==> config.mk <==
export PLATFORM = sky130hd
export DESIGN_NAME = masked_bitvector_projection
export DESIGN_NICKNAME = d
export VERILOG_FILES = /design/src/design/mbp_pkg.sv /design/src/design/mbp_extract.sv /design/src/design/mbp_rsp_fifo.sv /design/src/design/masked_bitvector_projection.sv
export SDC_FILE = /design/constraint.sdc
export NUM_CORES = 2
export LEC_CHECK = 0
export BUFFER_PORTS_ARGS = -buffer_cell sky130_fd_sc_hd__buf_2
export CAP_MARGIN = 20
export CELL_PAD_IN_SITES_DETAIL_PLACEMENT = 1
export CELL_PAD_IN_SITES_GLOBAL_PLACEMENT = 2
export CORE_MARGIN = 4
export CORE_UTILIZATION = 38
export CTS_CLUSTER_DIAMETER = 150
export CTS_CLUSTER_SIZE = 20
export DETAILED_ROUTE_END_ITERATION = 7
export HOLD_SLACK_MARGIN = 0.12
export PLACE_DENSITY = 0.85
export SLEW_MARGIN = 5
export SYNTH_ARGS = -nofsm -noshare
export SYNTH_HDL_FRONTEND = slang
export SYNTH_SLANG_ARGS = --single-unit
==> constraint.sdc <==
create_clock -name clock -period 15.3 [get_ports clock]
set_input_delay 0 -clock clock [delete_from_list [all_inputs] [get_ports clock]]
set_output_delay 0 -clock clock [all_outputs]
set_load 0.01 [all_outputs]
==> src/design/mbp_pkg.sv <==
// Shared constants, types and helper functions of the masked bit-vector projection.
`default_nettype none

package mbp_pkg;

   localparam int unsigned WORD_BITS   = 64;
   localparam int unsigned LANE_BITS   = 8;
   localparam int unsigned NUM_LANES   = WORD_BITS / LANE_BITS;
   localparam int unsigned COUNT_W     = 7;
   localparam int unsigned FILL_W      = 6;
   localparam int unsigned SUPPORT_W   = 17;
   localparam logic [SUPPORT_W-1:0] SUPPORT_MAX = 17'd65536;
   localparam logic [SUPPORT_W-1:0] MIN_SUPPORT_RESET = 17'd1;
   localparam logic [COUNT_W-1:0]   FULL_COUNT = 7'd64;

   // result queue; depth is a power of two so the pointers wrap by themselves
   localparam int unsigned FIFO_DEPTH = 8;
   localparam int unsigned FIFO_PTR_W = $clog2(FIFO_DEPTH);
   localparam int unsigned FIFO_CNT_W = $clog2(FIFO_DEPTH + 1);

   localparam int unsigned REQ_DATA_W = 2 * WORD_BITS;
   localparam int unsigned RSP_DATA_W = 96;
   localparam int unsigned RSP_PAD_W  = RSP_DATA_W - WORD_BITS - COUNT_W - SUPPORT_W - 1;

   // one extracted input word
   typedef struct packed {
      logic [WORD_BITS-1:0] bits;
      logic [COUNT_W-1:0]   cnt;
      logic [COUNT_W-1:0]   ones;
      logic                 last;
   } ext_type;

   // one result transaction
   typedef struct packed {
      logic [WORD_BITS-1:0] packed_word;
      logic [COUNT_W-1:0]   bit_count;
      logic [SUPPORT_W-1:0] support;
      logic                 frequent;
      logic                 last_result;
   } result_type;

   // up to two results written into the queue in one cycle
   typedef struct packed {
      logic       v0;
      logic       v1;
      result_type r0;
      result_type r1;
   } push_type;

   // bit extract within one byte lane
   function automatic logic [LANE_BITS-1:0] pext_lane(input logic [LANE_BITS-1:0] d,
                                                      input logic [LANE_BITS-1:0] m);
      logic [LANE_BITS-1:0] r;
      logic [3:0]           k;
      r = '0;
      k = '0;
      for (int b = 0; b < LANE_BITS; b++) begin
         if (m[b]) begin
            r[k[2:0]] = d[b];
            k = k + 4'd1;
         end
      end
      return r;
   endfunction

endpackage

`default_nettype wire

==> src/design/mbp_extract.sv <==
// Parallel bit extract of one 64-bit word plus kept-bit and ones counts.
`default_nettype none

module mbp_extract (
   input  logic [mbp_pkg::WORD_BITS-1:0] mask_word,
   input  logic [mbp_pkg::WORD_BITS-1:0] data_word,
   input  logic                          last_word,
   output mbp_pkg::ext_type              ext
);

   logic [mbp_pkg::COUNT_W-1:0]   lane_cnt [mbp_pkg::NUM_LANES];
   logic [mbp_pkg::COUNT_W-1:0]   lane_off [mbp_pkg::NUM_LANES];
   logic [mbp_pkg::WORD_BITS-1:0] gathered;

   // each lane compacts on its own, then lands at the running sum of earlier lanes
   always_comb begin
      for (int i = 0; i < mbp_pkg::NUM_LANES; i++) begin
         lane_cnt[i] = mbp_pkg::COUNT_W'($countones(mask_word[i*mbp_pkg::LANE_BITS +:
                                                              mbp_pkg::LANE_BITS]));
      end
      lane_off[0] = '0;
      for (int i = 1; i < mbp_pkg::NUM_LANES; i++) begin
         lane_off[i] = lane_off[i-1] + lane_cnt[i-1];
      end
      gathered = '0;
      for (int i = 0; i < mbp_pkg::NUM_LANES; i++) begin
         gathered = gathered |
            ({{(mbp_pkg::WORD_BITS-mbp_pkg::LANE_BITS){1'b0}},
              mbp_pkg::pext_lane(data_word[i*mbp_pkg::LANE_BITS +: mbp_pkg::LANE_BITS],
                                 mask_word[i*mbp_pkg::LANE_BITS +: mbp_pkg::LANE_BITS])}
             << lane_off[i]);
      end
      ext.bits = gathered;
      ext.cnt  = lane_off[mbp_pkg::NUM_LANES-1] + lane_cnt[mbp_pkg::NUM_LANES-1];
      ext.ones = mbp_pkg::COUNT_W'($countones(mask_word & data_word));
      ext.last = last_word;
   end

endmodule

`default_nettype wire

==> src/design/mbp_rsp_fifo.sv <==
// Result queue: takes up to two entries per cycle, gives one per cycle on pop.
`default_nettype none

module mbp_rsp_fifo (
   input  logic                           clock,
   input  logic                           reset,
   input  mbp_pkg::push_type              push,
   input  logic                           pop,
   output mbp_pkg::result_type            head,
   output logic                           not_empty,
   output logic [mbp_pkg::FIFO_CNT_W-1:0] count
);

   mbp_pkg::result_type              mem_ff [mbp_pkg::FIFO_DEPTH];
   logic [mbp_pkg::FIFO_PTR_W-1:0]   wr_ptr_ff, wr_ptr_in;
   logic [mbp_pkg::FIFO_PTR_W-1:0]   rd_ptr_ff, rd_ptr_in;
   logic [mbp_pkg::FIFO_CNT_W-1:0]   count_ff, count_in;
   logic [mbp_pkg::FIFO_PTR_W-1:0]   wr_ptr_p1;
   logic [mbp_pkg::FIFO_CNT_W-1:0]   n_push;

   assign wr_ptr_p1 = wr_ptr_ff + mbp_pkg::FIFO_PTR_W'(1);
   assign n_push    = mbp_pkg::FIFO_CNT_W'(push.v0) + mbp_pkg::FIFO_CNT_W'(push.v1);

   always_comb begin
      wr_ptr_in = wr_ptr_ff + mbp_pkg::FIFO_PTR_W'(n_push);
      rd_ptr_in = rd_ptr_ff + mbp_pkg::FIFO_PTR_W'(pop);
      count_in  = count_ff + n_push - mbp_pkg::FIFO_CNT_W'(pop);
   end

   always_ff @(posedge clock) begin
      if (push.v0) begin
         mem_ff[wr_ptr_ff] <= push.r0;
      end
      if (push.v1) begin
         mem_ff[wr_ptr_p1] <= push.r1;
      end
   end

   always_ff @(posedge clock) begin
      if (reset) begin
         wr_ptr_ff <= '0;
         rd_ptr_ff <= '0;
         count_ff  <= '0;
      end else begin
         wr_ptr_ff <= wr_ptr_in;
         rd_ptr_ff <= rd_ptr_in;
         count_ff  <= count_in;
      end
   end

   assign head      = mem_ff[rd_ptr_ff];
   assign not_empty = (count_ff != '0);
   assign count     = count_ff;

endmodule

`default_nettype wire

==> src/design/masked_bitvector_projection.sv <==
// Top level: masked bit-vector projection (bit extract with dense 64-bit packing).
//
// channel  dir  handshake              payload
// -------  ---  ---------------------  ------------------------------------------------
// req      in   req_tvalid/req_tready  tdata: mask_word, data_word; tlast: last_word
// rsp      out  rsp_tvalid/rsp_tready  tdata: packed_word, bit_count, support, frequent;
//                                      tlast: last_result
// csr      in   csr_valid/csr_ready    csr_wdata: min_support (always ready)
//
// One word per cycle in while req_tready is high: input register -> extract register -> pack into the result queue.
// A result reaches rsp through the input register, the extract register and the result queue.
// A word gives 0, 1 or 2 results; sustained throughput is one result per cycle on rsp while rsp_tready is high.
// req_tready drops only when the 8-entry result queue could not take what is in flight plus a new word.
// Synchronous reset clears the pipeline, queue, pack state and sets min_support to 1.
`default_nettype none

module masked_bitvector_projection (
   input  logic                            clock,
   input  logic                            reset,
   // req_tdata: [63:0] mask_word, [127:64] data_word
   input  logic                            req_tvalid,
   output logic                            req_tready,
   input  logic [mbp_pkg::REQ_DATA_W-1:0]  req_tdata,
   input  logic                            req_tlast,
   // rsp_tdata: [63:0] packed_word, [70:64] bit_count, [87:71] support,
   //            [88] frequent, [95:89] zero
   output logic                            rsp_tvalid,
   input  logic                            rsp_tready,
   output logic [mbp_pkg::RSP_DATA_W-1:0]  rsp_tdata,
   output logic                            rsp_tlast,
   input  logic                            csr_valid,
   output logic                            csr_ready,
   input  logic [mbp_pkg::SUPPORT_W-1:0]   csr_wdata
);

   // ---------------- configuration ----------------
   logic [mbp_pkg::SUPPORT_W-1:0] min_support_ff;

   assign csr_ready = 1'b1;

   always_ff @(posedge clock) begin
      if (reset) begin
         min_support_ff <= mbp_pkg::MIN_SUPPORT_RESET;
      end else if (csr_valid && csr_ready) begin
         min_support_ff <= csr_wdata;
      end
   end

   // ---------------- stage 0: input register ----------------
   logic                          req_fire;
   logic                          s0_valid_ff;
   logic [mbp_pkg::WORD_BITS-1:0] s0_mask_ff, s0_data_ff;
   logic                          s0_last_ff;

   assign req_fire = req_tvalid && req_tready;

   always_ff @(posedge clock) begin
      if (reset) begin
         s0_valid_ff <= 1'b0;
      end else begin
         s0_valid_ff <= req_fire;
      end
   end

   always_ff @(posedge clock) begin
      if (req_fire) begin
         s0_mask_ff <= req_tdata[mbp_pkg::WORD_BITS-1:0];
         s0_data_ff <= req_tdata[mbp_pkg::REQ_DATA_W-1:mbp_pkg::WORD_BITS];
         s0_last_ff <= req_tlast;
      end
   end

   // ---------------- stage 1: extract ----------------
   mbp_pkg::ext_type ext_in;
   mbp_pkg::ext_type s1_ext_ff;
   logic             s1_valid_ff;

   mbp_extract u_extract (
      .mask_word (s0_mask_ff),
      .data_word (s0_data_ff),
      .last_word (s0_last_ff),
      .ext       (ext_in)
   );

   always_ff @(posedge clock) begin
      if (reset) begin
         s1_valid_ff <= 1'b0;
      end else begin
         s1_valid_ff <= s0_valid_ff;
      end
   end

   always_ff @(posedge clock) begin
      if (s0_valid_ff) begin
         s1_ext_ff <= ext_in;
      end
   end

   // ---------------- stage 2: pack into 64-bit words ----------------
   // pack_buffer keeps only its low fill_level bits nonzero.
   logic [mbp_pkg::WORD_BITS-1:0]   pack_buffer_ff, pack_buffer_in;
   logic [mbp_pkg::FILL_W-1:0]      fill_level_ff, fill_level_in;
   logic [mbp_pkg::SUPPORT_W-1:0]   support_ff, support_in;

   logic [mbp_pkg::COUNT_W-1:0]     total;
   logic [2*mbp_pkg::WORD_BITS-1:0] shifted;
   logic [mbp_pkg::WORD_BITS-1:0]   merged;
   logic                            full_word;
   logic [mbp_pkg::SUPPORT_W:0]     support_sum;
   logic [mbp_pkg::SUPPORT_W-1:0]   support_new;
   logic                            frequent;
   logic [mbp_pkg::WORD_BITS-1:0]   rest_buffer;
   logic [mbp_pkg::FILL_W-1:0]      rest_fill;
   mbp_pkg::result_type             full_res, flush_res;
   mbp_pkg::push_type               push;

   always_comb begin
      total     = {1'b0, fill_level_ff} + s1_ext_ff.cnt;
      shifted   = {{mbp_pkg::WORD_BITS{1'b0}}, s1_ext_ff.bits} << fill_level_ff;
      merged    = pack_buffer_ff | shifted[mbp_pkg::WORD_BITS-1:0];
      // total never reaches 128, so bit 6 alone means a full word
      full_word = total[mbp_pkg::COUNT_W-1];

      // spill bits after a full word, else the merged partial word
      rest_buffer = full_word ? shifted[2*mbp_pkg::WORD_BITS-1:mbp_pkg::WORD_BITS] : merged;
      rest_fill   = total[mbp_pkg::FILL_W-1:0];

      // saturating support count
      support_sum = {1'b0, support_ff} +
                    {{(mbp_pkg::SUPPORT_W+1-mbp_pkg::COUNT_W){1'b0}}, s1_ext_ff.ones};
      support_new = (support_sum > {1'b0, mbp_pkg::SUPPORT_MAX}) ?
                    mbp_pkg::SUPPORT_MAX : support_sum[mbp_pkg::SUPPORT_W-1:0];
      frequent    = (support_new >= min_support_ff);

      full_res.packed_word = merged;
      full_res.bit_count   = mbp_pkg::FULL_COUNT;
      full_res.support     = support_new;
      full_res.frequent    = frequent;
      full_res.last_result = s1_ext_ff.last && (rest_fill == '0);

      flush_res.packed_word = rest_buffer;
      flush_res.bit_count   = {1'b0, rest_fill};
      flush_res.support     = support_new;
      flush_res.frequent    = frequent;
      flush_res.last_result = 1'b1;

      // full word first; a flush follows on the last word when bits remain,
      // or stands alone (possibly empty) when no full word was made
      push.v0 = s1_valid_ff && (full_word || s1_ext_ff.last);
      push.r0 = full_word ? full_res : flush_res;
      push.v1 = s1_valid_ff && full_word && s1_ext_ff.last && (rest_fill != '0);
      push.r1 = flush_res;

      pack_buffer_in = pack_buffer_ff;
      fill_level_in  = fill_level_ff;
      support_in     = support_ff;
      if (s1_valid_ff) begin
         if (s1_ext_ff.last) begin
            // end of vector: start the next one clean
            pack_buffer_in = '0;
            fill_level_in  = '0;
            support_in     = '0;
         end else begin
            pack_buffer_in = rest_buffer;
            fill_level_in  = rest_fill;
            support_in     = support_new;
         end
      end
   end

   always_ff @(posedge clock) begin
      if (reset) begin
         pack_buffer_ff <= '0;
         fill_level_ff  <= '0;
         support_ff     <= '0;
      end else begin
         pack_buffer_ff <= pack_buffer_in;
         fill_level_ff  <= fill_level_in;
         support_ff     <= support_in;
      end
   end

   // ---------------- result queue ----------------
   mbp_pkg::result_type            head;
   logic                           q_not_empty;
   logic [mbp_pkg::FIFO_CNT_W-1:0] q_count;
   logic                           rsp_fire;
   logic [mbp_pkg::FIFO_CNT_W:0]   committed;

   assign rsp_fire = rsp_tvalid && rsp_tready;

   mbp_rsp_fifo u_rsp_fifo (
      .clock     (clock),
      .reset     (reset),
      .push      (push),
      .pop       (rsp_fire),
      .head      (head),
      .not_empty (q_not_empty),
      .count     (q_count)
   );

   // every word in flight may still need two slots; accept only if a new one fits too
   always_comb begin
      committed  = {1'b0, q_count} +
                   (mbp_pkg::FIFO_CNT_W+1)'(2 * (32'(s0_valid_ff) + 32'(s1_valid_ff)));
      req_tready = (committed <= (mbp_pkg::FIFO_CNT_W+1)'(mbp_pkg::FIFO_DEPTH - 2));
   end

   assign rsp_tvalid = q_not_empty;
   assign rsp_tdata  = {{mbp_pkg::RSP_PAD_W{1'b0}}, head.frequent, head.support,
                        head.bit_count, head.packed_word};
   assign rsp_tlast  = head.last_result;

endmodule

`default_nettype wire

=== Word level (Yosys, flattened, before mapping) ===
Memory sizes are Yosys's and may differ from the RTL's. A register that Yosys moved wholly into a read port is not among the register bits.
Index checks and enable logic that the tools add are counted.

* Input bits: 151
* Memory bits (writable): 720
* Bits in registers: 324
* Word-level logic and storage cells: 699
* Memories kept: 1
* Output and inout port bits: 100

{| class="wikitable"
|+ Memory list
! name !! words !! width !! read ports !! clocked after Yosys merged registers in !! write ports !! line !! text
|-
| u_rsp_fifo.mem_ff || 8 || 90 || 1 || 1 || 2 || mbp_rsp_fifo.sv:14 || <nowiki>mbp_pkg::result_type mem_ff [mbp_pkg::FIFO_DEPTH];</nowiki>
|}

* Reductions and logical operators: 67
* Bitwise gates (word level): 9
* Order comparisons: 115
* Multiplexer cells: 299
* Shifts and indexed selects: 8
* Add/subtract/negate cells: 184

{| class="wikitable"
|+ Operators with widths
! kind !! number
|-
| 8-bit bitwise mux || 56
|-
| 8-bit two-way mux || 56
|-
| 64-bit OR || 7
|-
| 8-bit by 7-bit left shift with 64-bit output || 7
|-
| 7-bit adder || 62
|-
| 3-bit by 4-bit less-than comparator with 1-bit output (second input constant) || 48
|-
| 1-bit demux with 3-bit select || 56
|-
| 3-bit by 1-bit greater-or-equal comparator with 1-bit output (second input constant) || 48
|-
| 1-bit by 1-bit adder with 2-bit output || 66
|-
| 64-bit two-way mux || 2
|-
| 64-bit by 6-bit left shift with 128-bit output || 1
|-
| 3-bit two-way mux || 41
|-
| 3-bit by 1-bit adder with 3-bit output (second input constant) || 33
|-
| 90-bit two-way mux || 1
|-
| 1-bit two-way mux || 76
|-
| 64-bit bitwise AND || 1
|-
| 8-bit by 64-bit OR with 64-bit output || 1
|-
| 1-bit logical AND || 63
|-
| 17-bit two-way mux || 2
|-
| 1-bit by 4-bit less-than comparator with 1-bit output (second input constant) || 8
|-
| 2-bit by 1-bit adder with 3-bit output (second input constant) || 8
|-
| 17-bit by 7-bit adder with 18-bit output || 1
|-
| 18-bit by 17-bit greater-than comparator with 1-bit output (second input constant) || 1
|-
| 17-bit greater-or-equal comparator || 1
|-
| 15 further kinds || 36
|}

=== Longest topological paths before layout ===
* Depth in word-level cells: 27
* Depth in mapped cells: 52
* Depth with buffers taken out: 47

=== Cells and area by module ===
From an unflattened synthesis, not the netlist that was laid out.

* Cell total of the unflattened synthesis: 7008
* Area, all modules: 77843.4 um^2

{| class="wikitable"
|+ By module, submodules not included
! module !! seq. area each (um^2) !! times used !! cells an instance !! area an instance (um^2)
|-
| mbp_rsp_fifo || 21820.9 || 1 || 1917 || 36090.9
|-
| mbp_extract || 0.0 || 1 || 3504 || 23846.6
|-
| masked_bitvector_projection || 8368.0 || 1 || 1587 || 17905.9
|}

=== Least setup slack after synthesis ===
Ideal clock, no wire load.

* Path kind: reg-to-reg
* Start: register s0_mask_ff[2] in the netlist's numbering
* End: register s1_ext_ff[14] in the netlist's numbering (data pin)
* Clock period less this slack: 15957 ps
* Data arrival time: 15691 ps
* Cell stages (with the launch flop): 53
* Path buffers: 5
* Path slack: -657 ps
* Required time: 15034 ps
* Setup time: 266 ps
* Cell sequence: edfxtp_1 ha_1 inv_1 fa_1 fa_1 inv_1 ha_1 clkinv_1 fa_1 fa_1 fa_1 clkbuf_1 inv_2 fa_1 inv_1 fa_1 fa_1 clkinv_1 [... 17 more ...] clkbuf_1 fa_1 inv_1 fa_1 inv_1 fa_1 clkbuf_1 xor2_1 ha_1 inv_1 fa_1 inv_1 fa_1 a21o_1 a21oi_1 a21oi_1 a21oi_1 xor2_1

{| class="wikitable"
|+ RTL lines
! element !! line !! text
|-
| start: declaration || masked_bitvector_projection.sv:52 || <nowiki>logic [mbp_pkg::WORD_BITS-1:0] s0_mask_ff, s0_data_ff;</nowiki>
|-
| start signal: assignment || masked_bitvector_projection.sv:67 || <nowiki>s0_mask_ff <= req_tdata[mbp_pkg::WORD_BITS-1:0];</nowiki>
|-
| end signal: assignment || masked_bitvector_projection.sv:95 || <nowiki>s1_ext_ff <= ext_in;</nowiki>
|-
| end: declaration || masked_bitvector_projection.sv:75 || <nowiki>mbp_pkg::ext_type s1_ext_ff;</nowiki>
|}

==> run metrics <==
r2r worst-path depth 44; flop-to-flop setup slack roughly 0.63 ns; WL final approximately 320000 µm; GPL Wtd Cong around 1.1; CP max stage cell fa_2; Peak Freq 68.18 MHz; synthesized flop and latch total ~1000; setup_tns 0 ns; Pins Over Slew Limit 0; Synth async-reset ratio 0%; Initial Utilization a little under two fifths; Mapped Area between 70000 and 80000 µm²; H-tree lvl count 2; Crit path required time ~16 ns; Main synth FF type edfxtp_1; vias approximately 66000; Setup crit end kind flip-flop; design area 82640 µm²; R2R Path End s1_ext_ff[36]; Yosys warnings 0; Final setup viols 0; Core Footprint 192400 µm²; die area 200500 µm²; Reg2Reg Launch Point s0_mask_ff[4]; Hold Path Class primary input to flip-flop; initial antenna violation count 10; crit share post-route 95.86%; Max-cap violations 0; TritonCTS Buffers 61; min Tclk post-route between 10 and 15 ns; Overflow after GRT 0; WS Path Type flip-flop to flip-flop; placed wire-length estimate between 200000 and 250000 µm; maximum fanout along the worst path 14; largest net degree at the start of global routing 93; most frequent cells in the layout edfxtp_1, nor2_1, nand2_1; Synth top area share a little under two fifths; DP Worst Slack -0.1568 ns; CP Depth 44; Worst Max-Slew Pin Slew around 1.3 ns; relative slew slack about 15%; PortBufs around 240; Yosys top cell by area edfxtp_1; Setup Skew roughly 0.045 ns; most common cell after layout, fill and taps aside edfxtp_1; Worst Path Buf+Inv 16; crit path launch type flip-flop; detailed-router iteration count before antenna repair 7; drt drc 0; DR WL/cell about 32 µm; run status completed; final net count around 8000; clk buf depth 3; chip width roughly 450 µm; die height 447.7 µm; TritonCTS clock tree yes; gr usage total approximately 31%; IO Pins between 200 and 300; Layout fillers 21150; Core Util, Final 42.96%; Cell Area, Placed approximately 77000 µm²; Syn Area/Cell 10.22 µm²; part of the Yosys area used for sequential elements between 40% and 50%; clock net sink count roughly 1000; share of cells above drive strength 1 between 10% and 20%; antenna viol nets, final 0; DRT iter0 DRCs just under 7000; Clk Latency, worst-skew pair 0.76 ns; final hold violation count 0; clk root buf clkbuf_16; Mapped Cells around 7000; first-pass GRT wire length between 400000 and 500000 µm; vias in the first global route roughly 67000; Post-synth EDFFs ~900; Most Frequent Cell on Critical Path fa_1; Final WS setup ~0.63 ns; clock slew at reported path FFs ~0.1 ns; CP startpoint s0_mask_ff[4]; library cells used by synthesis 113; Crit path largest cell delay between 0.7 and 0.8 ns; CP arrival around 15 ns; Setup crit end s1_ext_ff[36]; Area Overhead vs Synth 12.47%; RSZ-0062 raised after global routing false; Via density between 6 and 7; row count 161; ranking of synthesized cells by area edfxtp_1, mux4_2, o22ai_1, nor2_1, dfxtp_1; CP delay by family, top adder cells
## routing by layer
layer	share of wire (%)	vias up	GRT usage [%]
li1	-	28270	-
met1	39	33650	39.28
met2	48	3150	51.83
met3	7.2	728	4.115
met4	6.0	12	15.83
met5	0.022	-	0
## worst register-to-register path: cells and delay by family, from the launching register on
family | cells | cell delay, ns
AO/OA/AOI/OAI | 4 | 1.41
adder cells (fa/ha/maj) | 21 | 10.37
buffers and inverters | 16 | 1.64
flip-flops | 1 | 0.48
multiplexers | 1 | 0.22
AND/OR/NAND/NOR | 2 | 0.22
## metrics by stage
step	hold slack, ns	instances
after floorplan	0.09887	7194
after global placement	0.1764	9609
after detailed placement	0.1783	9614
after CTS	0.1727	10060
after global routing	0.2812	10080
final	0.2829	10080
## worst min path at each step
stage,startpoint,endpoint,slack [ns],depth (start not counted)
floorplan,req_tdata[64],s0_data_ff[0],0.1,0
global placement,req_tdata[77],s0_data_ff[13],0.18,1
detailed placement,req_tdata[74],s0_data_ff[10],0.18,1
CTS,reset,support_ff[10],0.17,3
global route,reset,support_ff[14],0.28,3
finish,reset,support_ff[10],0.28,3
## kinds of logic after synthesis
kind of cell | count (synthesis) | synth area share [%]
xor+xnor | 159 | 2.703
other cells | 2 | 0.01022
fa+ha+maj | 316 | 6.587
buf+inv | 879 | 4.637
simple gates | 2242 | 14.31
mux | 589 | 12.47
compound gates | 1957 | 18.42
flops | 1044 | 40.87
## registers in the layout (all words and copies together) (netlist names)
| signal | cells |
|---|---|
| u_rsp_fifo.mem_ff | 720 |
| s1_ext_ff | 79 |
| pack_buffer_ff | 64 |
| s0_data_ff | 64 |
| s0_mask_ff | 64 |
| min_support_ff | 17 |
| support_ff | 17 |
| fill_level_ff | 6 |
| u_rsp_fifo.count | 4 |
| u_rsp_fifo.rd_ptr_ff | 3 |
| u_rsp_fifo.wr_ptr_ff | 3 |
| s0_last_ff | 1 |
| s0_valid_ff | 1 |
| s1_valid_ff | 1 |
## final cells by class
class / count / area (µm²) / share of cell area, %
Multi-Input combinational cell: 5271 / 40270 / 48.73
Antenna cell: 2 / 5.005 / 0.006056
Tap cell: 2526 / 3161 / 3.824
Clock inverter: 10 / 135.1 / 0.1635
Clock buffer: 106 / 1738 / 2.103
Timing Repair Buffer: 746 / 5836 / 7.062
Inverter: 375 / 1439 / 1.741
Sequential cell: 1044 / 30060 / 36.37
## cell usage after synthesis (132+ instances only)
cell / n
ha_1: 198
mux4_2: 243
nor3_1: 158
a21oi_1: 258
mux2_2: 178
edfxtp_1: 912
nor2_1: 756
o21ai_0: 209
nand2_1: 554
nand3_1: 203
o22ai_1: 530
clkbuf_1: 399
mux2i_1: 167
dfxtp_1: 132
inv_1: 345
## what timing repair did
item                                   in CTS  in global routing
pin swaps                                   0                  1
hold buffers                              331                  0
setup buffers                               0                  5
resized for setup                           2                 12
setup endpoints to repair                   3                 38
endpoints found under the hold margin     193                  0
Power is not shown: default switching activity piles up to over one toggle a cycle in this logic, so the estimate is an artifact.
